==> src/hw/rtl/uri_query_option_parser_defines.svh <==
// ----------------------------------------------------------------------------
// uri_query_option_parser_defines.svh
// Assertion macros used by the URI query option parser top module.
// ----------------------------------------------------------------------------
`ifndef URI_QUERY_OPTION_PARSER_DEFINES_SVH
`define URI_QUERY_OPTION_PARSER_DEFINES_SVH

// Same-cycle implication, clocked on clk_i, off while rst_ni is low.
`define UQP_ASSERT_NOW(lbl, ante, cons, msg) \
  lbl: assert property (@(posedge clk_i) disable iff (!rst_ni) (ante) |-> (cons)) \
    else $error(msg);

// Next-cycle implication, clocked on clk_i, off while rst_ni is low.
`define UQP_ASSERT_NEXT(lbl, ante, cons, msg) \
  lbl: assert property (@(posedge clk_i) disable iff (!rst_ni) (ante) |=> (cons)) \
    else $error(msg);

`endif

==> src/hw/rtl/uqp_pkg.sv <==
// ----------------------------------------------------------------------------
// uqp_pkg
// Types, character codes and helper functions of the URI query option parser.
// ----------------------------------------------------------------------------
package uqp_pkg;

  // Parse phases, one-hot
  typedef enum logic [11:0] {
    PH_SEEK   = 12'b0000_0000_0001,
    PH_AFTERQ = 12'b0000_0000_0010,
    PH_LETTER = 12'b0000_0000_0100,
    PH_EQ     = 12'b0000_0000_1000,
    PH_NFIRST = 12'b0000_0001_0000,
    PH_NWS    = 12'b0000_0010_0000,
    PH_NSIGN  = 12'b0000_0100_0000,
    PH_NZERO  = 12'b0000_1000_0000,
    PH_NHEX0  = 12'b0001_0000_0000,
    PH_NDIG   = 12'b0010_0000_0000,
    PH_SUFFIX = 12'b0100_0000_0000,
    PH_DONE   = 12'b1000_0000_0000
  } phase_e;

  typedef enum logic [1:0] {
    RADIX_DEC = 2'd0,
    RADIX_OCT = 2'd1,
    RADIX_HEX = 2'd2
  } radix_e;

  // Characters
  localparam logic [7:0] CH_NUL   = 8'h00;
  localparam logic [7:0] CH_SPACE = 8'h20;
  localparam logic [7:0] CH_QMARK = 8'h3F;
  localparam logic [7:0] CH_EQ    = 8'h3D;
  localparam logic [7:0] CH_AMP   = 8'h26;
  localparam logic [7:0] CH_SEMI  = 8'h3B;
  localparam logic [7:0] CH_SLASH = 8'h2F;
  localparam logic [7:0] CH_COMMA = 8'h2C;
  localparam logic [7:0] CH_PLUS  = 8'h2B;
  localparam logic [7:0] CH_MINUS = 8'h2D;
  localparam logic [7:0] CH_ZERO  = 8'h30;
  localparam logic [7:0] CH_NINE  = 8'h39;
  localparam logic [7:0] CH_X_LO  = 8'h78;
  localparam logic [7:0] CH_X_UP  = 8'h58;
  localparam logic [7:0] CH_K_LO  = 8'h6B;
  localparam logic [7:0] CH_K_UP  = 8'h4B;
  localparam logic [7:0] CH_M_LO  = 8'h6D;
  localparam logic [7:0] CH_M_UP  = 8'h4D;
  localparam logic [7:0] CH_G_LO  = 8'h67;
  localparam logic [7:0] CH_G_UP  = 8'h47;
  localparam logic [7:0] CH_R_LO  = 8'h72;
  localparam logic [7:0] CH_R_UP  = 8'h52;

  // Option letters
  localparam logic [7:0] LTR_SIZE   = 8'h73; // s
  localparam logic [7:0] LTR_CODE   = 8'h72; // r
  localparam logic [7:0] LTR_DELAY  = 8'h74; // t
  localparam logic [7:0] LTR_WAIT   = 8'h77; // w
  localparam logic [7:0] LTR_CACHE  = 8'h63; // c
  localparam logic [7:0] LTR_DRAIN  = 8'h41; // A
  localparam logic [7:0] LTR_CHUNK  = 8'h6B; // k
  localparam logic [7:0] LTR_RANDOM = 8'h52; // R
  localparam logic [7:0] LTR_CLOSE  = 8'h43; // C
  localparam logic [7:0] LTR_KEEP   = 8'h4B; // K

  localparam logic [4:0] DIG_NONE = 5'h1F;

  localparam logic [6:0] SHIFT_K   = 7'd10;
  localparam logic [6:0] SHIFT_M   = 7'd20;
  localparam logic [6:0] SHIFT_G   = 7'd30;
  localparam logic [6:0] SHIFT_MAX = 7'd63;

  localparam logic [63:0] SAT_MAG = 64'h8000_0000_0000_0000;
  localparam logic [63:0] SAT_POS = 64'h7FFF_FFFF_FFFF_FFFF;
  localparam logic [63:0] LIM_DEC = 64'd922337203685477580;
  localparam logic [63:0] LIM_OCT = 64'h1000_0000_0000_0000;
  localparam logic [63:0] LIM_HEX = 64'h0800_0000_0000_0000;

  localparam logic [2:0] KA_V11    = 3'b100;
  localparam logic [2:0] KA_FORCED = 3'b010;

  localparam logic [31:0] CODE_DEFAULT  = 32'd200;
  localparam logic [31:0] CACHE_DEFAULT = 32'd1;

  // Control travelling with one byte down the pipeline
  typedef struct packed {
    logic       defaults;
    logic       v11;
    logic       commit;
    logic       emit;
    logic       help;
    logic       random;
    logic       neg;
    logic       head;
    logic [5:0] shift;
    logic [7:0] letter;
  } ctl_t;

  typedef struct packed {
    logic        help_page;
    logic [63:0] body_size;
    logic [31:0] status_code;
    logic [31:0] delay_ms;
    logic [31:0] keepalive_wait;
    logic [31:0] cacheable;
    logic        drain_first;
    logic [2:0]  keepalive_mode;
    logic        chunked_reply;
    logic        random_payload;
  } res_t;

  function automatic logic is_space(logic [7:0] c);
    is_space = c inside {CH_SPACE, [8'h09:8'h0D]};
  endfunction

  function automatic logic is_delim(logic [7:0] c);
    is_delim = c inside {CH_AMP, CH_SEMI, CH_SLASH, CH_QMARK, CH_COMMA};
  endfunction

  function automatic logic [4:0] digit_of(logic [7:0] c);
    if (c inside {[8'h30:8'h39]}) begin
      digit_of = 5'(c - 8'h30);
    end else if (c inside {[8'h61:8'h66]}) begin
      digit_of = 5'(c - 8'h57);
    end else if (c inside {[8'h41:8'h46]}) begin
      digit_of = 5'(c - 8'h37);
    end else begin
      digit_of = DIG_NONE;
    end
  endfunction

  // Largest accumulator that still takes digit d without passing 2^63
  function automatic logic [63:0] sat_limit(radix_e r, logic [4:0] d);
    case (r)
      RADIX_HEX: sat_limit = (d == 5'd0) ? LIM_HEX : LIM_HEX - 64'd1;
      RADIX_OCT: sat_limit = (d == 5'd0) ? LIM_OCT : LIM_OCT - 64'd1;
      default:   sat_limit = (d == 5'd9) ? LIM_DEC - 64'd1 : LIM_DEC;
    endcase
  endfunction

  function automatic res_t res_defaults(logic v11);
    res_t r;
    r                = '0;
    r.status_code    = CODE_DEFAULT;
    r.cacheable      = CACHE_DEFAULT;
    r.keepalive_mode = v11 ? 3'd5 : 3'd0;
    res_defaults     = r;
  endfunction

endpackage

==> src/hw/rtl/uqp_settings.sv <==
// ----------------------------------------------------------------------------
// uqp_settings
// Settings registers, option store and the result register.
// ----------------------------------------------------------------------------
module uqp_settings import uqp_pkg::*; (
  input  logic        clk_i,
  input  logic        rst_ni,
  input  logic        adv_i,
  input  ctl_t        ctl_i,
  input  logic [63:0] val_i,
  input  logic        res_ready_i,
  output logic        res_valid_o,
  output res_t        res_o
);

  res_t        set_q, set_d;
  res_t        res_q;
  logic        res_valid_q;
  logic [63:0] shifted;
  logic        nz;

  assign shifted = val_i << ctl_i.shift;
  assign nz      = val_i != 64'd0;

  always_comb begin
    set_d = set_q;
    if (ctl_i.defaults) begin
      set_d = res_defaults(ctl_i.v11);
    end
    if (ctl_i.commit) begin
      case (ctl_i.letter)
        LTR_SIZE: begin
          if (!ctl_i.head) begin
            set_d.body_size = shifted;
          end
        end
        LTR_CODE:   set_d.status_code    = shifted[31:0];
        LTR_DELAY:  set_d.delay_ms       = shifted[31:0];
        LTR_WAIT:   set_d.keepalive_wait = shifted[31:0];
        LTR_CACHE:  set_d.cacheable      = shifted[31:0];
        LTR_DRAIN:  set_d.drain_first    = nz;
        LTR_CHUNK:  set_d.chunked_reply  = nz;
        LTR_RANDOM: set_d.random_payload = nz;
        LTR_CLOSE:
          set_d.keepalive_mode = (set_d.keepalive_mode & KA_V11) | KA_FORCED | {2'b0, !nz};
        LTR_KEEP:
          set_d.keepalive_mode = (set_d.keepalive_mode & KA_V11) | KA_FORCED | {2'b0, nz};
        default: ;
      endcase
    end
    set_d.help_page = ctl_i.help;
  end

  // Hold the record until it is taken; a new emit may replace it on that edge
  always_ff @(posedge clk_i or negedge rst_ni) begin
    if (!rst_ni) begin
      set_q       <= res_defaults(1'b0);
      res_valid_q <= 1'b0;
    end else begin
      if (adv_i) begin
        set_q <= set_d;
      end
      if (adv_i && ctl_i.emit) begin
        res_valid_q <= 1'b1;
      end else if (res_ready_i) begin
        res_valid_q <= 1'b0;
      end
    end
  end

  always_ff @(posedge clk_i) begin
    if (adv_i && ctl_i.emit) begin
      res_q <= set_d;
    end
  end

  assign res_valid_o = res_valid_q;
  assign res_o       = res_q;

endmodule
==> config.mk <==
export PLATFORM = sky130hd
export DESIGN_NAME = uqp_settings
export DESIGN_NICKNAME = d
export VERILOG_FILES = /design/src/hw/rtl/uri_query_option_parser_defines.svh /design/src/hw/rtl/uqp_pkg.sv /design/src/hw/rtl/uqp_settings.sv
export SDC_FILE = /design/constraint.sdc
export NUM_CORES = 1
export LEC_CHECK = 0
export ABC_AREA = 1
export BUFFER_PORTS_ARGS = -buffer_cell sky130_fd_sc_hd__clkbuf_2
export CORE_AREA = 4 4 237 239
export CTS_BUF_LIST = sky130_fd_sc_hd__clkbuf_16
export DETAILED_ROUTE_END_ITERATION = 16
export DIE_AREA = 0 0 241 243
export GPL_TIMING_DRIVEN = 0
export HOLD_SLACK_MARGIN = 0.08
export PLACE_DENSITY_LB_ADDON = 0.08
export SYNTH_ARGS = -nofsm -noshare
export SYNTH_HDL_FRONTEND = slang
export SYNTH_SLANG_ARGS = --single-unit
==> constraint.sdc <==
create_clock -name clk_i -period 2.5 [get_ports clk_i]
set_input_delay 0 -clock clk_i [delete_from_list [all_inputs] [get_ports clk_i]]
set_output_delay 0 -clock clk_i [all_outputs]
set_load 0.1 [all_outputs]
==> results.yml, run 1 <==
cts:
  clock-root-buffer: "clkbuf_16"
  clk_latency_ns: 0.57
  numCtsBuffers: 44
  cts_buffer_depth: 3
  clock_sinks: 398
  ctsResizeCount: 0
  cts_tree: "yes"
  h-tree-depth: 2
  clk_pin_slew_ns: 0.06
grt:
  grt_pass1_vias: 19040
  grt_max_degree: 104
  grt_use_total: 0.2699
  antenna_found_initial: 4
  grt_pass1_wl_microns: 120400
  grt_overflow: 0
power:
  p_sw_frac: 0.3017
  power_mw: 16.73
  switchingPower_mw: 5.046
  clockPowerShare: 0.404
  pwr_density_cell_mw_per_mm2: 666.3
  pwr-share-seq: 0.427
  power.share.combinational: 0.169
  p_leak_nw: 11.84
  power.internal_mw: 11.68
  ir_drop_uv: 347.2
placed_design:
  hpwl_microns: 61300
  dp_cells: 3525
  place_area_sq_mm: 0.02336
  port_buffers: 282
  gp_routability_congestion: 0.9607
synth:
  yosysUniqueCellTypes: 40
  ys_top_cells_by_area: "edfxtp_1 (29%), dfrtp_1 (23%), nand2_1 (16%)"
  syn_nets: 2630
  yosysTopAreaCellShare: 0.2863
  synthCells: 2540
  yosysWarningCount: 0
  synth-seq-area-share: 0.5251
  synth_area_per_cell_sq_um: 8.218
  synth_top_cell_by_area: "edfxtp_1"
  ys_seq_elements: 398
  synthesis.area_sq_mm: 0.02087
timing:
  slew_viol_final: 0
  min_period_ns: 2.331
  max-slew-margin-rel: 0.3759
  worst_pin_slew_ns: 0.9334
  finalHoldViolCount: 0
  rsz0062_at_grt: "false"
  setup_tns_ns: 0
  skew_ns: 0.02598
  finalSetupViolCount: 0
  max_freq_ghz: 0.4290
  fin_crit_sh: 0.9324
outcome:
  status: "completed"
setup_path:
  reg2reg_to: "res_valid_o"
  critical_path_required_ns: 2.79
  crit_fanout: 10
  slowest_stage: "dlygate4sd3_1"
  r2r_start: "res_valid_o"
  rr_worst_depth: 3
  cp-start-kind: "input pin"
  path_class: "in -> reg"
  slowest_delay_ns: 0.61
  r2r_slack_ns: 1.34
  critPathArrivalTime_ns: 2.62
  crit_path_end_kind: "flop"
  crit_chain: "dlygate4sd3_1 -> clkbuf_2 -> nand2_1 -> nor2_8 -> nand3_4 -> dlygate4sd3_1 -> nor2_4 -> buf_12 -> inv_2 -> buf_6 -> buf_2 -> nand3_1 -> nand2_1"
floorplan:
  die_area_sq_mm: 0.05856
  chipWidth_microns: 241
  die_h_microns: 243
  ios: 290
  core_sq_mm: 0.05381
  row_count: 85
  start_util: 0.3879
detailed_routing:
  drt_first_pass_iters: 6
  final_antenna_net_count: 0
  drtIter0Drc: 2343
  route.detailed.drc: 0
  wl_per_cell_microns: 22.30
  drt_wl_total_microns: 80960
  via_count: 20260
  via_per_inst: 5.581
final_layout:
  multi_input_area_sq_mm: 0.008869
  nNetsFinal: 2988
  fill_cells: 5333
  fin_cells: 3631
  regArea_sq_mm: 0.01096
  area_delta_synth_final_pct: 20.29
  drive_gt1_frac: 0.1847
  finalInstanceArea_sq_mm: 0.02511
worst_hold_path:
  holdCritPathClass: "in -> reg"
  hold_end: "res_o[1]"
  holdCritStartpoint: "ctl_i[3]"
  hold_depth: 5
run:
  drv_cap: 0
-- state kept, by name, summed over array words and instances, names as in the netlist --
signal       count
res_o          199
set_q          198
res_valid_o      1
-- routing by layer --
| metal | GRT usage | vias to the layer above | share of wire |
|---|---|---|---|
| li1 | - | 9391 | - |
| met1 | 0.3901 | 9859 | 0.45 |
| met2 | 0.4324 | 881 | 0.46 |
| met3 | 0.03179 | 127 | 0.062 |
| met4 | 0.07190 | 6 | 0.028 |
| met5 | 0 | - | 0.00043 |
-- stage by stage --
step | hold WS (ns) | worst slack, ns | utilization
final | 0.1190 | 0.1690 | 0.4666
after global routing | 0.1278 | 0.05641 | 0.4665
after CTS | 0.09013 | 0.1429 | 0.4659
after detailed placement | 0.09669 | -0.04235 | 0.4341
after global placement | 0.1784 | -2.957 | 0.4310
after floorplan | -0.2956 | -1.329 | -
-- worst max path at each step --
stage,slack [ns],from,end,depth (start not counted)
after floorplan,-1.33,adv_i,res_o[0],5
after global placement,-2.96,rst_ni,set_q[119],1
after detailed placement,-0.04,ctl_i[10],set_q[144],9
after CTS,0.14,ctl_i[4],res_o[67],12
after global routing,0.06,ctl_i[4],set_q[68],11
final,0.17,ctl_i[4],res_o[67],13
-- cells by family (layout without fill, tap and decap cells) --
logic type             count (synthesis)  after routing  share of synthesized area
other                                  0              1                          0
AND/OR/NAND/NOR                     1746           1746                     0.3678
buffers and inverters                229            623                    0.05035
AO/OA/AOI/OAI                        165            165                    0.05563
multiplexers                           2              2                   0.001079
flip-flops                           398            398                     0.5251
-- Yosys cell counts --
library cell	number
nand2_1	915
nand3_1	679
edfxtp_1	199
dfrtp_1	195
nor2_1	83
clkbuf_1	65
o21ai_2	53
o21ai_1	51
buf_2	47
buf_1	46
inv_1	32
a31oi_1	28
and2_1	17
nand4_1	15
o21ai_0	15
inv_2	12
buf_4	11
buf_6	11
nand3_2	10
o31ai_2	10
nor3_1	8
a21oi_1	4
dfstp_2	4
nand3b_1	4
nor2_2	4
and2_4	3
clkinv_1	3
a21oi_2	2
mux2_2	2
nand3_4	2
clkbuf_2	1
inv_8	1
nand4_2	1
nor2_4	1
nor2_8	1
nor3_2	1
nor3_4	1
nor4_1	1
o31ai_1	1
o31ai_4	1
-- worst max-delay path, delay by kind of cell --
| kind | cells | cell delay (ns) |
|---|---|---|
| buffers and inverters | 7 | 1.82 |
| AND/OR/NAND/NOR | 6 | 0.78 |
-- power groups by stage --
stage | combinational (mW) | clock, mW | sequential, mW
floorplan | 1.07 | 0 | 8.07
global placement | 2.75 | 0 | 7.29
detailed placement | 2.79 | 0 | 7.26
CTS | 2.81 | 6.88 | 7.14
global route | 3.01 | 7.13 | 7.15
finish | 2.84 | 6.76 | 7.13
-- area by class of cell --
class	count	area share
Buffer	181	0.03558
Timing Repair Buffer	312	0.07211
Sequential cell	398	0.4365
Antenna cell	1	0.00009967
Clock inverter	36	0.01430
Clock buffer	46	0.04585
Multi-Input combinational cell	1913	0.3532
Inverter	48	0.007624
Tap cell	696	0.03468
-- cells in the final DEF, fill, tap and decap left out, types with 46 or more instances in the layout --
master / synthesis / routed
o21ai_1: 51 / 51
edfxtp_1: 199 / 199
nand2_1: 915 / 914
nand3_1: 679 / 679
clkbuf_16: 0 / 46
buf_1: 46 / 46
buf_2: 47 / 47
o21ai_2: 53 / 53
clkbuf_2: 1 / 282
dfrtp_1: 195 / 195
nor2_1: 83 / 83
clkbuf_1: 65 / 62
-- timing repair --
item,4_1_cts,5_1_grt
buffers inserted,0,3
hold buffers,20,0
hold endpoints to repair,186,0
setup endpoints to repair,0,1
(Power assumes the default switching activity.)
==> run 2, diff against run 1 <==
MAX_ROUTING_LAYER = met4   (was unset)
PLACE_DENSITY_LB_ADDON = unset   (was 0.08)
==> run 2 against run 1 <==
Effect of this change: clock skew decreased by 0.014 ns; largest cell class unchanged; utilization is essentially flat; non-clock buffer count shrank 2; critical endpoint is now res_o[39]; design area about the same.
==> results.yml, run 2 (synthesized netlist as in run 1, its figures left out) <==
power:
  power.internal_mw: 11.73
  clockPowerShare: 0.408
  p_sw_frac: 0.3055
  pwr-share-seq: 0.422
  p_leak_nw: 11.83
  pwr_density_cell_mw_per_mm2: 672.9
  ir_drop_uv: 426.9
  switchingPower_mw: 5.160
  power.share.combinational: 0.170
detailed_routing:
  drtIter0Drc: 2428
  drt_wl_total_microns: 83250
  via_per_inst: 5.642
  via_count: 20480
  drt_first_pass_iters: 6
  final_antenna_net_count: 0
  route.detailed.drc: 0
  wl_per_cell_microns: 22.93
outcome:
  status: "completed"
timing:
  min_period_ns: 2.361
  slew_viol_final: 0
  finalSetupViolCount: 0
  max_freq_ghz: 0.4235
  max-slew-margin-rel: 0.2503
  hold_slack_ns: 0.05423
  skew_ns: 0.01209
  finalHoldViolCount: 0
  rsz0062_at_grt: "false"
  worst_pin_slew_ns: 1.121
  setup_tns_ns: 0
  fin_crit_sh: 0.9445
floorplan:
  die_area_sq_mm: 0.05856
  die_h_microns: 243
  ios: 290
  row_count: 85
  core_sq_mm: 0.05381
  chipWidth_microns: 241
  start_util: 0.3879
final_layout:
  area_delta_synth_final_pct: 20.24
  final_cell_mix: "nand2_1 (914), nand3_1 (679), clkbuf_2 (282)"
  mostFrequentLayoutCell: "nand2_1"
  largest_reg_flops: 199
  nNetsFinal: 2986
  drive_gt1_frac: 0.1853
run:
  drv_cap: 0
placed_design:
  port_buffers: 282
  hpwl_microns: 62060
  gp_routability_congestion: 0.9851
setup_path:
  path_class: "in -> reg"
  crit_fanout: 10
  cp-start-kind: "input pin"
  critical_path_required_ns: 2.76
  crit_path_end_kind: "flop"
  r2r_slack_ns: 1.34
  critPathArrivalTime_ns: 2.62
grt:
  grt_use_total: 0.2842
  grt_overflow: 0
  grt_max_degree: 94
  grt_pass1_vias: 19340
  antenna_found_initial: 3
  grt_pass1_wl_microns: 122100
cts:
  clock-root-buffer: "clkbuf_16"
  cts_tree: "yes"
  cts_buffer_depth: 3
  clk_latency_ns: 0.58
  numCtsBuffers: 43
  clock_sinks: 398
  clk_pin_slew_ns: 0.06
  h-tree-depth: 2
worst_hold_path:
  holdCritPathClass: "in -> async"
## run 2: cell types whose count changed in the layout (fill, tap and decap cells not counted), sizes merged
| cell | change |
|---|---|
| clkbuf | -3 |
| bufinv | +2 |
| clkinv | -2 |
| clkinvlp | +2 |
| diode | +2 |
| buf | -1 |
| dlygate4sd3 | -1 |
## run 2: what timing repair did
action | in CTS | in global routing
endpoints found under the setup margin | 0 | 16
setup buffers | 0 | 3
endpoints found under the hold margin | 241 | 0
hold buffers | 19 | 0
resized for setup | 0 | 0
## run 2: final timing paths
path / start / to / cells past startpoint
max reg2reg: res_valid_o / res_valid_o / 3
min: rst_ni / set_q[14] / 3
max: ctl_i[4] / res_o[39] / 13
min in group clk_i: ctl_i[12] / set_q[197] / 6
max in group asynchronous: rst_ni / set_q[170] / 3
min reg2reg: set_q[6] / set_q[6] / 2
## run 2: power groups by stage
stage / Clock [mW] / Combinational [mW] / Sequential, mW
3_5_place_dp: 0 / 2.80 / 7.26
3_3_place_gp: 0 / 2.77 / 7.29
5_1_grt: 7.31 / 3.02 / 7.15
2_1_floorplan: 0 / 1.07 / 8.07
4_1_cts: 7.02 / 2.83 / 7.14
6_report: 6.89 / 2.86 / 7.13
## run 2: layout make-up
class	instances	area [sq um]
tap	696	870.8
sequential	398	10960
fill	5249	28720
clock inverter	37	456.7
inverter	48	191.4
multi-input combinational	1913	8869
timing repair inverter	1	5.005
timing repair buffer	310	1768
buffer	181	893.4
antenna	3	7.507
clock buffer	43	1076
## run 2: metal layers
| layer | track usage | vias to the layer above | wire length (microns) |
|---|---|---|---|
| met5 | - | - | 0 |
| met4 | 0.1051 | 0 | 3257 |
| met3 | 0.03042 | 158 | 6018 |
| met2 | 0.4548 | 1025 | 39640 |
| met1 | 0.3755 | 9910 | 34340 |
| li1 | - | 9389 | - |
## run 2: worst max-delay path, stage by stage
cell and delay [ns]:
dlygate4sd3_1 0.53, clkbuf_2 0.15, nand2_1 0.14, nor2_8 0.19, nand3_4 0.09, dlygate4sd3_1 0.61, nor2_4 0.14, buf_4 0.16
inv_2 0.05, buf_6 0.14, buf_6 0.15, nand3_1 0.06, o21ai_0 0.19
## run 2: per-stage QoR
| step | instances | power (mW) | setup slack, ns | area [sq um] | util |
|---|---|---|---|---|---|
| 2_1_floorplan | 2540 | 9.139 | -1.329 | 20910 | - |
| 6_report | 3630 | 16.89 | 0.1387 | 25100 | 0.4664 |
| 3_3_place_gp | 3518 | 10.06 | -2.710 | 23200 | 0.4310 |
| 4_1_cts | 3623 | 16.98 | 0.08325 | 25060 | 0.4657 |
| 5_1_grt | 3630 | 17.48 | 0.06548 | 25100 | 0.4664 |
| 3_5_place_dp | 3524 | 10.07 | -0.1460 | 23340 | 0.4337 |
