## config.mk

```make
export PLATFORM = sky130hd
export DESIGN_NAME = uqp_front
export DESIGN_NICKNAME = d
export VERILOG_FILES = /design/src/hw/rtl/uri_query_option_parser_defines.svh /design/src/hw/rtl/uqp_pkg.sv /design/src/hw/rtl/uqp_front.sv
export SDC_FILE = /design/constraint.sdc
export NUM_CORES = 1
export LEC_CHECK = 0
export BUFFER_PORTS_ARGS = -buffer_cell sky130_fd_sc_hd__buf_2
export CAP_MARGIN = 5
export CORE_MARGIN = 1.5
export CORE_UTILIZATION = 35
export DETAILED_ROUTE_END_ITERATION = 16
export PLACE_DENSITY_LB_ADDON = 0.05
export SYNTH_ARGS = -nofsm -noshare
export SYNTH_HDL_FRONTEND = slang
export SYNTH_SLANG_ARGS = --single-unit
```

## constraint.sdc

```tcl
create_clock -name clk_i -period 6.8 [get_ports clk_i]
set_input_delay 0.34 -clock clk_i [delete_from_list [all_inputs] [get_ports clk_i]]
set_output_delay 0.34 -clock clk_i [all_outputs]
set_load 0.01 [all_outputs]
```

## src/hw/rtl/uri_query_option_parser_defines.svh

```systemverilog
// ----------------------------------------------------------------------------
// uri_query_option_parser_defines.svh
// Assertion macros used by the URI query option parser top module.
// ----------------------------------------------------------------------------
`ifndef URI_QUERY_OPTION_PARSER_DEFINES_SVH
`define URI_QUERY_OPTION_PARSER_DEFINES_SVH

// Same-cycle implication, clocked on clk_i, off while rst_ni is low.
`define UQP_ASSERT_NOW(lbl, ante, cons, msg) \
  lbl: assert property (@(posedge clk_i) disable iff (!rst_ni) (ante) |-> (cons)) \
    else $error(msg);

// Next-cycle implication, clocked on clk_i, off while rst_ni is low.
`define UQP_ASSERT_NEXT(lbl, ante, cons, msg) \
  lbl: assert property (@(posedge clk_i) disable iff (!rst_ni) (ante) |=> (cons)) \
    else $error(msg);

`endif

```

## src/hw/rtl/uqp_pkg.sv

```systemverilog
// ----------------------------------------------------------------------------
// uqp_pkg
// Types, character codes and helper functions of the URI query option parser.
// ----------------------------------------------------------------------------
package uqp_pkg;

  // Parse phases, one-hot
  typedef enum logic [11:0] {
    PH_SEEK   = 12'b0000_0000_0001,
    PH_AFTERQ = 12'b0000_0000_0010,
    PH_LETTER = 12'b0000_0000_0100,
    PH_EQ     = 12'b0000_0000_1000,
    PH_NFIRST = 12'b0000_0001_0000,
    PH_NWS    = 12'b0000_0010_0000,
    PH_NSIGN  = 12'b0000_0100_0000,
    PH_NZERO  = 12'b0000_1000_0000,
    PH_NHEX0  = 12'b0001_0000_0000,
    PH_NDIG   = 12'b0010_0000_0000,
    PH_SUFFIX = 12'b0100_0000_0000,
    PH_DONE   = 12'b1000_0000_0000
  } phase_e;

  typedef enum logic [1:0] {
    RADIX_DEC = 2'd0,
    RADIX_OCT = 2'd1,
    RADIX_HEX = 2'd2
  } radix_e;

  // Characters
  localparam logic [7:0] CH_NUL   = 8'h00;
  localparam logic [7:0] CH_SPACE = 8'h20;
  localparam logic [7:0] CH_QMARK = 8'h3F;
  localparam logic [7:0] CH_EQ    = 8'h3D;
  localparam logic [7:0] CH_AMP   = 8'h26;
  localparam logic [7:0] CH_SEMI  = 8'h3B;
  localparam logic [7:0] CH_SLASH = 8'h2F;
  localparam logic [7:0] CH_COMMA = 8'h2C;
  localparam logic [7:0] CH_PLUS  = 8'h2B;
  localparam logic [7:0] CH_MINUS = 8'h2D;
  localparam logic [7:0] CH_ZERO  = 8'h30;
  localparam logic [7:0] CH_NINE  = 8'h39;
  localparam logic [7:0] CH_X_LO  = 8'h78;
  localparam logic [7:0] CH_X_UP  = 8'h58;
  localparam logic [7:0] CH_K_LO  = 8'h6B;
  localparam logic [7:0] CH_K_UP  = 8'h4B;
  localparam logic [7:0] CH_M_LO  = 8'h6D;
  localparam logic [7:0] CH_M_UP  = 8'h4D;
  localparam logic [7:0] CH_G_LO  = 8'h67;
  localparam logic [7:0] CH_G_UP  = 8'h47;
  localparam logic [7:0] CH_R_LO  = 8'h72;
  localparam logic [7:0] CH_R_UP  = 8'h52;

  // Option letters
  localparam logic [7:0] LTR_SIZE   = 8'h73; // s
  localparam logic [7:0] LTR_CODE   = 8'h72; // r
  localparam logic [7:0] LTR_DELAY  = 8'h74; // t
  localparam logic [7:0] LTR_WAIT   = 8'h77; // w
  localparam logic [7:0] LTR_CACHE  = 8'h63; // c
  localparam logic [7:0] LTR_DRAIN  = 8'h41; // A
  localparam logic [7:0] LTR_CHUNK  = 8'h6B; // k
  localparam logic [7:0] LTR_RANDOM = 8'h52; // R
  localparam logic [7:0] LTR_CLOSE  = 8'h43; // C
  localparam logic [7:0] LTR_KEEP   = 8'h4B; // K

  localparam logic [4:0] DIG_NONE = 5'h1F;

  localparam logic [6:0] SHIFT_K   = 7'd10;
  localparam logic [6:0] SHIFT_M   = 7'd20;
  localparam logic [6:0] SHIFT_G   = 7'd30;
  localparam logic [6:0] SHIFT_MAX = 7'd63;

  localparam logic [63:0] SAT_MAG = 64'h8000_0000_0000_0000;
  localparam logic [63:0] SAT_POS = 64'h7FFF_FFFF_FFFF_FFFF;
  localparam logic [63:0] LIM_DEC = 64'd922337203685477580;
  localparam logic [63:0] LIM_OCT = 64'h1000_0000_0000_0000;
  localparam logic [63:0] LIM_HEX = 64'h0800_0000_0000_0000;

  localparam logic [2:0] KA_V11    = 3'b100;
  localparam logic [2:0] KA_FORCED = 3'b010;

  localparam logic [31:0] CODE_DEFAULT  = 32'd200;
  localparam logic [31:0] CACHE_DEFAULT = 32'd1;

  // Control travelling with one byte down the pipeline
  typedef struct packed {
    logic       defaults;
    logic       v11;
    logic       commit;
    logic       emit;
    logic       help;
    logic       random;
    logic       neg;
    logic       head;
    logic [5:0] shift;
    logic [7:0] letter;
  } ctl_t;

  typedef struct packed {
    logic        help_page;
    logic [63:0] body_size;
    logic [31:0] status_code;
    logic [31:0] delay_ms;
    logic [31:0] keepalive_wait;
    logic [31:0] cacheable;
    logic        drain_first;
    logic [2:0]  keepalive_mode;
    logic        chunked_reply;
    logic        random_payload;
  } res_t;

  function automatic logic is_space(logic [7:0] c);
    is_space = c inside {CH_SPACE, [8'h09:8'h0D]};
  endfunction

  function automatic logic is_delim(logic [7:0] c);
    is_delim = c inside {CH_AMP, CH_SEMI, CH_SLASH, CH_QMARK, CH_COMMA};
  endfunction

  function automatic logic [4:0] digit_of(logic [7:0] c);
    if (c inside {[8'h30:8'h39]}) begin
      digit_of = 5'(c - 8'h30);
    end else if (c inside {[8'h61:8'h66]}) begin
      digit_of = 5'(c - 8'h57);
    end else if (c inside {[8'h41:8'h46]}) begin
      digit_of = 5'(c - 8'h37);
    end else begin
      digit_of = DIG_NONE;
    end
  endfunction

  // Largest accumulator that still takes digit d without passing 2^63
  function automatic logic [63:0] sat_limit(radix_e r, logic [4:0] d);
    case (r)
      RADIX_HEX: sat_limit = (d == 5'd0) ? LIM_HEX : LIM_HEX - 64'd1;
      RADIX_OCT: sat_limit = (d == 5'd0) ? LIM_OCT : LIM_OCT - 64'd1;
      default:   sat_limit = (d == 5'd9) ? LIM_DEC - 64'd1 : LIM_DEC;
    endcase
  endfunction

  function automatic res_t res_defaults(logic v11);
    res_t r;
    r                = '0;
    r.status_code    = CODE_DEFAULT;
    r.cacheable      = CACHE_DEFAULT;
    r.keepalive_mode = v11 ? 3'd5 : 3'd0;
    res_defaults     = r;
  endfunction

endpackage

```

## src/hw/rtl/uqp_front.sv

```systemverilog
// ----------------------------------------------------------------------------
// uqp_front
// Per-byte parse state machine; issues one control token per accepted byte.
// ----------------------------------------------------------------------------
module uqp_front import uqp_pkg::*; (
  input  logic        clk_i,
  input  logic        rst_ni,
  input  logic        adv_i,
  input  logic        accept_i,
  input  logic [7:0]  byte_i,
  input  logic        first_i,
  input  logic        last_i,
  input  logic        head_i,
  input  logic        v11_i,
  input  logic [30:0] rnd_i,
  output ctl_t        ctl_o,
  output logic [63:0] accum_o,
  output logic [30:0] rnd_o,
  output logic        emitted_o
);

  phase_e      phase_q, phase_d;
  radix_e      radix_q, radix_d;
  logic [7:0]  letter_q, letter_d;
  logic [63:0] accum_q, accum_d;
  logic        neg_q, neg_d;
  logic [5:0]  shift_q, shift_d;
  logic        rflag_q, rflag_d;
  logic        help_q, help_d;
  logic        emitted_q, emitted_d;
  ctl_t        ctl_q, ctl_d;
  logic [63:0] accum_out_q;
  logic [30:0] rnd_q;

  logic [4:0]  dig;
  logic        dig_ok;
  logic [63:0] acc_mul;
  logic [63:0] acc_next;
  logic        do_suffix;
  logic        commit_now;
  logic [6:0]  sh_amt;
  logic [6:0]  sh_sum;

  assign dig = digit_of(byte_i);

  // Multiply-accumulate of one digit in the current radix, saturating at 2^63
  always_comb begin
    case (radix_q)
      RADIX_HEX: begin
        dig_ok  = dig < 5'd16;
        acc_mul = {accum_q[59:0], 4'b0};
      end
      RADIX_OCT: begin
        dig_ok  = dig < 5'd8;
        acc_mul = {accum_q[60:0], 3'b0};
      end
      default: begin
        dig_ok  = dig < 5'd10;
        acc_mul = {accum_q[60:0], 3'b0} + {accum_q[62:0], 1'b0};
      end
    endcase
    acc_next = (accum_q > sat_limit(radix_q, dig)) ? SAT_MAG : acc_mul + 64'(dig);
  end

  always_comb begin
    phase_d    = phase_q;
    radix_d    = radix_q;
    letter_d   = letter_q;
    accum_d    = accum_q;
    neg_d      = neg_q;
    shift_d    = shift_q;
    rflag_d    = rflag_q;
    help_d     = help_q;
    emitted_d  = emitted_q;
    do_suffix  = 1'b0;
    commit_now = 1'b0;
    sh_amt     = 7'd0;
    sh_sum     = 7'd0;
    ctl_d      = '0;

    if (first_i) begin
      phase_d        = PH_SEEK;
      radix_d        = RADIX_DEC;
      letter_d       = 8'd0;
      accum_d        = 64'd0;
      neg_d          = 1'b0;
      shift_d        = 6'd0;
      rflag_d        = 1'b0;
      help_d         = 1'b0;
      emitted_d      = 1'b0;
      ctl_d.defaults = 1'b1;
    end

    if (!emitted_d) begin
      case (phase_d)
        PH_SEEK: begin
          if (byte_i == CH_QMARK) begin
            phase_d = PH_AFTERQ;
          end else if (byte_i == CH_NUL) begin
            phase_d = PH_DONE;
          end
        end
        PH_AFTERQ: begin
          if (byte_i == CH_SPACE) begin
            help_d  = 1'b1;
            phase_d = PH_DONE;
          end else begin
            letter_d = byte_i;
            phase_d  = PH_EQ;
          end
        end
        PH_LETTER: begin
          letter_d = byte_i;
          phase_d  = PH_EQ;
        end
        PH_EQ: begin
          if (byte_i == CH_EQ) begin
            accum_d = 64'd0;
            neg_d   = 1'b0;
            radix_d = RADIX_DEC;
            shift_d = 6'd0;
            rflag_d = 1'b0;
            phase_d = PH_NFIRST;
          end else begin
            phase_d = PH_DONE;
          end
        end
        PH_NFIRST, PH_NWS, PH_NSIGN: begin
          // accumulator is still zero here, so a first digit simply loads
          if (phase_d != PH_NSIGN && is_space(byte_i)) begin
            phase_d = PH_NWS;
          end else if (phase_d != PH_NSIGN &&
                       (byte_i == CH_PLUS || byte_i == CH_MINUS)) begin
            neg_d   = byte_i == CH_MINUS;
            phase_d = PH_NSIGN;
          end else if (byte_i == CH_ZERO) begin
            radix_d = RADIX_OCT;
            phase_d = PH_NZERO;
          end else if (byte_i inside {[CH_ZERO:CH_NINE]}) begin
            radix_d = RADIX_DEC;
            accum_d = 64'(dig);
            phase_d = PH_NDIG;
          end else if (phase_d == PH_NFIRST && is_delim(letter_d) && byte_i == CH_EQ) begin
            // a delimiter used as a letter, then '=': '=' becomes the letter
            letter_d = CH_EQ;
            accum_d  = 64'd0;
            neg_d    = 1'b0;
            radix_d  = RADIX_DEC;
            shift_d  = 6'd0;
            rflag_d  = 1'b0;
            phase_d  = PH_NFIRST;
          end else begin
            phase_d = PH_DONE;
          end
        end
        PH_NZERO: begin
          if (byte_i == CH_X_LO || byte_i == CH_X_UP) begin
            phase_d = PH_NHEX0;
          end else if (dig < 5'd8) begin
            accum_d = 64'(dig);
            phase_d = PH_NDIG;
          end else begin
            do_suffix = 1'b1;
          end
        end
        PH_NHEX0: begin
          if (dig < 5'd16) begin
            radix_d = RADIX_HEX;
            accum_d = 64'(dig);
            phase_d = PH_NDIG;
          end else begin
            commit_now = 1'b1;
            phase_d    = PH_DONE;
          end
        end
        PH_NDIG: begin
          if (dig_ok) begin
            accum_d = acc_next;
          end else begin
            do_suffix = 1'b1;
          end
        end
        PH_SUFFIX: do_suffix = 1'b1;
        default: ;
      endcase

      if (do_suffix) begin
        phase_d = PH_SUFFIX;
        if (byte_i inside {CH_K_LO, CH_K_UP}) begin
          sh_amt = SHIFT_K;
        end else if (byte_i inside {CH_M_LO, CH_M_UP}) begin
          sh_amt = SHIFT_M;
        end else if (byte_i inside {CH_G_LO, CH_G_UP}) begin
          sh_amt = SHIFT_G;
        end else if (byte_i inside {CH_R_LO, CH_R_UP}) begin
          rflag_d = 1'b1;
        end else begin
          commit_now = 1'b1;
          phase_d    = is_delim(byte_i) ? PH_LETTER : PH_DONE;
        end
        sh_sum  = {1'b0, shift_d} + sh_amt;
        shift_d = (sh_sum > SHIFT_MAX) ? SHIFT_MAX[5:0] : sh_sum[5:0];
      end

      if (last_i) begin
        if (phase_d == PH_AFTERQ) begin
          help_d = 1'b1;
        end else if (phase_d inside {PH_NZERO, PH_NHEX0, PH_NDIG, PH_SUFFIX}) begin
          commit_now = 1'b1;
        end
        phase_d    = PH_DONE;
        emitted_d  = 1'b1;
        ctl_d.emit = 1'b1;
      end
    end

    ctl_d.v11    = v11_i;
    ctl_d.commit = commit_now;
    ctl_d.help   = help_d;
    ctl_d.random = rflag_d;
    ctl_d.neg    = neg_d;
    ctl_d.head   = head_i;
    ctl_d.shift  = shift_d;
    ctl_d.letter = letter_d;
  end

  always_ff @(posedge clk_i or negedge rst_ni) begin
    if (!rst_ni) begin
      phase_q   <= PH_SEEK;
      radix_q   <= RADIX_DEC;
      letter_q  <= 8'd0;
      accum_q   <= 64'd0;
      neg_q     <= 1'b0;
      shift_q   <= 6'd0;
      rflag_q   <= 1'b0;
      help_q    <= 1'b0;
      emitted_q <= 1'b0;
    end else if (accept_i) begin
      phase_q   <= phase_d;
      radix_q   <= radix_d;
      letter_q  <= letter_d;
      accum_q   <= accum_d;
      neg_q     <= neg_d;
      shift_q   <= shift_d;
      rflag_q   <= rflag_d;
      help_q    <= help_d;
      emitted_q <= emitted_d;
    end
  end

  // Token register: a bubble carries no action
  always_ff @(posedge clk_i or negedge rst_ni) begin
    if (!rst_ni) begin
      ctl_q <= '0;
    end else if (adv_i) begin
      ctl_q <= accept_i ? ctl_d : '0;
    end
  end

  always_ff @(posedge clk_i) begin
    if (adv_i) begin
      accum_out_q <= accum_d;
      rnd_q       <= rnd_i;
    end
  end

  assign ctl_o     = ctl_q;
  assign accum_o   = accum_out_q;
  assign rnd_o     = rnd_q;
  assign emitted_o = emitted_q;

endmodule

```

==> results of run 1 <==
==> path summary, 6_finish.rpt <==
kind	to	cells after the start	from	slack [ns]
setup reg to reg	accum_q[62]	19	radix_q[1]	1.07
min in group asynchronous	ctl_o[21]	2	rst_ni	0.31
hold reg to reg	ctl_o[19]	2	ctl_o[19]	0.48
setup / recovery	accum_q[62]	19	radix_q[1]	1.07
max in group asynchronous	accum_q[20]	3	rst_ni	5.16
hold / removal	letter_q[6]	3	byte_i[6]	0.10
==> layout by cell type, fill, tap and decap left out, types with 22 or more instances in the layout <==
cell type	instances
nand2_1	295
a21oi_1	219
nor2_1	204
o21ai_0	180
buf_2	162
ha_1	134
dfrtp_1	117
edfxtp_1	95
nand3_1	60
a21o_1	56
xnor2_1	51
nand4_1	46
xor2_1	42
a31oi_1	42
nor3_1	40
inv_1	37
a22oi_1	34
dlygate4sd3_1	34
a221oi_1	33
nor2b_1	29
clkbuf_16	29
buf_4	29
o21a_1	28
nand2b_1	24
or3_1	23
o211ai_1	22
==> layer usage <==
metal  vias to the layer above  GRT usage  part of all wire
met5                         -          0                 0
met4                         0     0.0783             0.030
met3                       111     0.0275             0.052
met2                       579      0.412              0.45
met1                      9104      0.372              0.47
li1                       8827          -                 -
==> final cells by class <==
type | instances | area share
multi-input cells | 1900 | 0.572
clock inverters | 18 | 0.00852
clock buffers | 34 | 0.0354
inverters | 37 | 0.00652
repair buffers | 226 | 0.0648
flip-flops and latches | 213 | 0.273
well taps | 688 | 0.0404
==> flip-flops by register name, summed over array words and instances (netlist names) <==
name,cells
accum_o,64
accum_q,64
ctl_o,22
emitted_o,1
help_q,1
letter_q,8
neg_q,1
phase_q,12
radix_q,2
rflag_q,1
rnd_o,31
shift_q,6
==> critical path: cells and delay by family (launching register included) <==
| kind | cells | cell delay [ns] |
|---|---|---|
| buffers and inverters | 3 | 0.80 |
| adders and majority gates | 2 | 0.84 |
| DFF | 1 | 0.40 |
| and+or+nand+nor | 5 | 1.49 |
| AOI/OAI and AO/OA | 9 | 2.05 |
==> synthesized netlist by cell type, types with 11 or more instances <==
cell / count / share of area
nand2_1: 295 / 0.059
a21oi_1: 219 / 0.059
nor2_1: 206 / 0.042
o21ai_0: 180 / 0.048
ha_1: 136 / 0.091
dfrtp_1: 117 / 0.16
edfxtp_1: 95 / 0.15
clkbuf_1: 77 / 0.016
nand3_1: 60 / 0.016
a21o_1: 56 / 0.023
xnor2_1: 51 / 0.024
nand4_1: 46 / 0.015
a31oi_1: 42 / 0.014
xor2_1: 42 / 0.020
nor3_1: 40 / 0.011
inv_1: 37 / 0.0075
a22oi_1: 34 / 0.014
a221oi_1: 33 / 0.016
nor2b_1: 30 / 0.010
buf_2: 28 / 0.0075
o21a_1: 28 / 0.011
nand2b_1: 24 / 0.0081
or3_1: 23 / 0.0077
o211ai_1: 22 / 0.0089
nor4_1: 21 / 0.0071
and2_1: 19 / 0.0064
o21ai_1: 18 / 0.0048
a211oi_1: 16 / 0.0065
buf_1: 16 / 0.0032
a22o_1: 14 / 0.0066
and3_1: 13 / 0.0044
o21bai_1: 13 / 0.0052
o2bb2ai_1: 12 / 0.0056
a221o_1: 11 / 0.0059
o31ai_1: 11 / 0.0044
==> logic make-up after synthesis <==
family                   after synthesis
buffers and inverters                162
AND/OR/NAND/NOR                      854
AO/OA/AOI/OAI                        795
flip-flops                           213
XOR/XNOR                              94
adder cells (fa/ha/maj)              139
multiplexers                          18
==> metrics by stage <==
step           power (mW)  hold slack (ns)  area (sq um)  cells
5_1_grt              4.61           0.0971         21300   3116
4_1_cts              4.42           0.0806         21300   3116
6_report             4.39            0.102         21300   3116
3_3_place_gp         2.85            0.372         20000   3030
3_5_place_dp         2.86            0.383         20000   3030
2_1_floorplan        2.42           0.0444         18600   2275
==> where the power goes <==
part | total (mW) | switching, mW | internal [mW]
combinational | 1.31 | 0.835 | 0.472
clock | 1.52 | 0.647 | 0.874
sequential | 1.57 | 0.122 | 1.44
==> impl_metrics.ini, run 1 <==
[synthesis]
synthFlopType = dfrtp_1
synth_xor_area_frac = 0.0446
synth-async-reset-ratio = 0.554
ys_ff_latch = 213
synth_fa_ha_area_frac = 0.0947
synth-edff-count = 95
syn_avg_cell_area_sq_um = 8.18
yosysWarnings = 0
ys_types = 106
synth_top_family_by_area = compound AO/OA/AOI/OAI gates
synth_compound_area_frac = 0.276
syn_inst = 2275
synthSimpleGateAreaFrac = 0.227
synthMuxAreaShare = 0.0103
synth-seq-area-share = 0.312
syn_area_sq_um = 18600
synth_nets = 2461

[global_routing]
grt_pass1_wl_mm = 109
antenna_found_initial = 0
grtUsageTotal = 0.261
grt_max_degree = 64
first_global_vias = 17500
grt-ovfl-total = 0

[hold_path]
hold_path_class = input port to flip-flop

[sta]
skew_ns = 0.0139
fin_crit_ns = 5.73
finalMaxSlewViolations = 0
rsz0062_at_grt = no
postLayoutSetupSlackWorst_ns = 1.07
finalHoldViolations = 0
setup_viol = 0
period_share = 0.843
slew_headroom = 0.260
fmax_mhz = 174
max_slew.worst_pin.slew_ns = 1.10
final.setup.tns_ns = 0

[floorplan]
die_width_um = 234
rows = 84
die-area_sq_um = 54600
core_area_sq_um = 52600
initial_core_util = 0.354
io_pins = 165
dieHeight_um = 234

[placement]
io_buffers = 164
dp_hpwl_mm = 53.8
preCtsSetupSlack_ns = 0.671
routabilityCongestion = 0.910

[routing]
first_pass_iters = 5
vias = 18600
wirelength_mm = 72.7
drt_iter0_markers = 1587
drc_errors = 0
viasPerCell = 5.98
ant_nets = 0
wl_per_cell_um = 23.3

[critical_path]
crit_path_start_kind = flip-flop
end_kind = flip-flop
path_common_cell = a21o_1
slowest_delay_ns = 0.76
crit_slowest_cell = nand2_1
cp.required_ns = 7.27
worst-setup-path-type = flip-flop to flip-flop
path_cells = inv_1 > ha_2 > nor2_1 > nor2_1 > nand2_1 > buf_4 > ha_1 > a21o_1 > a21o_1 > a21o_1 > a211oi_1 > o21bai_1 > a221oi_1 > o221ai_1 > a22oi_1 > and3_1 > buf_4 > nand2_1 > o21ai_0
worst-path-max-fanout = 31
crit_arrival_ns = 6.20

[pwr]
vdd_drop_max_mv = 0.186
p_leak_nw = 8.58
pwr_density_cell_nw_per_um2 = 206

[status]
outcome = completed

[layout]
final_net_count = 2592
register_area_sq_um = 5810
post-route-util = 0.405
multi_input_area_sq_um = 12200
antenna_cells = 0
drive_gt1_frac = 0.126
synthToLayoutAreaGrowth_pct = 14.4
n_fill_cell = 5466

[job]
timing.max_cap.violations = 0

[clock_tree]
cts-root-buf = clkbuf_16
clockBufferDepth = 3
cts_buffers = 28
clk_pin_slew_worst_paths_ns = 0.06
cts.htree.levels = 1
cts_tree = yes
cts.sinks = 213
post_cts_buffers = 0
cts.repair.resized = 0
clock_latency_ns = 0.59
cts_hold_buf = 34
Power figures use the tool's default switching activity.
==> inputs of run 2 (changes only) <==
==> constraint.sdc (replaced) <==
create_clock -name clk_i -period 4.9 [get_ports clk_i]
set_input_delay 0.245 -clock clk_i [delete_from_list [all_inputs] [get_ports clk_i]]
set_output_delay 0.245 -clock clk_i [all_outputs]
set_load 0.01 [all_outputs]
==> run 2 against run 1 <==
Critical path depth fell by 4. Clock-buffer cell count rose by 2. Global-route usage rose by 1.4 points. Die area did not move. Critical endpoint is now accum_o[58]. Final cell count rose by 4.5%. Largest cell class unchanged. Highest routed layer unchanged. Utilization rose by 2.4 points.
==> impl_metrics.ini, run 2 (synthesized netlist as in run 1, its figures left out) <==
[critical_path]
crit_arrival_ns = 5.00
r2r_cells = 15
worst-path-max-fanout = 9
worst-setup-path-type = flip-flop to flip-flop
crit_path_start_kind = flip-flop
end_kind = flip-flop
cp.required_ns = 5.23

[layout]
final_net_count = 2731
antenna_cells = 0
stdcell_count = 3255
synthToLayoutAreaGrowth_pct = 21.3
mostFrequentLayoutCells = nand2_1, a21oi_1, nor2_1
final_design_area_no_fill_sq_um = 22600
drive_gt1_frac = 0.187
final_common_cell = nand2_1

[floorplan]
initial_core_util = 0.354
rows = 84
die-area_sq_um = 54600
dieHeight_um = 234
io_pins = 165
die_width_um = 234
core_area_sq_um = 52600

[routing]
wl_met3_mm = 3.69
wl_met2_mm = 34.6
top_layer_used = met4
drc_errors = 0
vias = 19200
wirelength_mm = 76.2
viasPerCell = 5.91
m1WireLength_mm = 35.6
ant_nets = 0
wl_per_cell_um = 23.4
drt_iter0_markers = 1509
first_pass_iters = 5

[pwr]
pwr_density_cell_nw_per_um2 = 278
vdd_drop_max_mv = 0.278
p_leak_nw = 9.30
fin_total_pwr_mw = 6.28

[placement]
io_buffers = 164
placed_cells = 3164
dp_hpwl_mm = 56.9
routabilityCongestion = 0.957
preCtsSetupSlack_ns = -0.0875
place_area_sq_um = 21200

[sta]
skew_ns = 0.0163
postLayoutSetupSlackWorst_ns = 0.226
finalMaxSlewViolations = 0
fmax_mhz = 214
setup_viol = 0
finalHoldViolations = 0
max_slew.worst_pin.slew_ns = 1.09
fin_crit_ns = 4.67
slew_headroom = 0.275
rsz0062_at_grt = no
period_share = 0.954

[status]
outcome = completed

[job]
timing.max_cap.violations = 0

[clock_tree]
clockBufferDepth = 3
cts-root-buf = clkbuf_16
clock_latency_ns = 0.59
cts_tree = yes
cts_buffers = 28
clk_pin_slew_worst_paths_ns = 0.06
cts.htree.levels = 1
cts.sinks = 213

[hold_path]
hold_depth = 3
hold_path_class = input port to flip-flop

[global_routing]
grt_pass1_wl_mm = 114
first_global_vias = 18200
grt-ovfl-total = 0
grtUsageTotal = 0.274
antenna_found_initial = 0
grt_max_degree = 85
run 2: cell type report:
| cell class | instances | area, sq um |
|---|---|---|
| clock buffer | 36 | 741 |
| inverter | 37 | 139 |
| tap | 688 | 861 |
| timing repair buffer | 365 | 2460 |
| fill | 5347 | 30000 |
| sequential | 213 | 5810 |
| multi-input combinational | 1900 | 12400 |
| clock inverter | 16 | 203 |
run 2: power by group:
| group | internal, mW | switching (mW) |
|---|---|---|
| sequential | 2.01 | 0.148 |
| combinational | 0.757 | 1.24 |
| clock | 1.24 | 0.892 |
run 2: layer usage:
metal | vias to the layer above | GRT usage
met1 | 9431 | 0.389
met2 | 612 | 0.441
met4 | 0 | 0.0831
li1 | 9090 | -
met5 | - | 0
met3 | 116 | 0.0226
run 2: final timing paths:
| kind | slack (ns) | endpoint | from |
|---|---|---|---|
| min in group asynchronous | 0.30 | ctl_o[17] | rst_ni |
| worst min register to register | 0.48 | ctl_o[18] | ctl_o[18] |
| worst max register to register | 0.23 | accum_o[58] | accum_q[10] |
| worst min-delay path | 0.08 | ctl_o[7] | byte_i[7] |
| max in group asynchronous | 3.35 | accum_q[35] | rst_ni |
| worst max-delay path | 0.23 | accum_o[58] | accum_q[10] |
run 2: worst max-delay path: stages, from the launching register on:
cell and delay (ns):
dfrtp_1 0.52, ha_2 0.46, nand4_1 0.25, buf_4 0.23, o22ai_2 0.28, o211ai_1 0.25
a311o_1 0.52, and4_1 0.26, nor4_2 0.35, o21a_1 0.27, nand3_1 0.15, nor2b_1 0.14
buf_4 0.18, nor4b_4 0.22, xor2_1 0.21, o21ai_0 0.10
run 2: stage by stage:
stage	hold WS (ns)	utilization	TNS, ns
6_report	0.0797	0.430	0
5_1_grt	0.102	0.430	0
4_1_cts	0.0370	0.427	0
3_5_place_dp	0.398	0.403	-0.294
3_3_place_gp	0.397	0.403	0
2_1_floorplan	-0.0506	-	-9.11
run 2: repair_timing:
| item | CTS | global route |
|---|---|---|
| hold buffers | 35 | 0 |
| gates resized for setup | 0 | 24 |
| setup buffers | 0 | 4 |
| setup endpoints to repair | 0 | 25 |
| hold endpoints to repair | 121 | 0 |
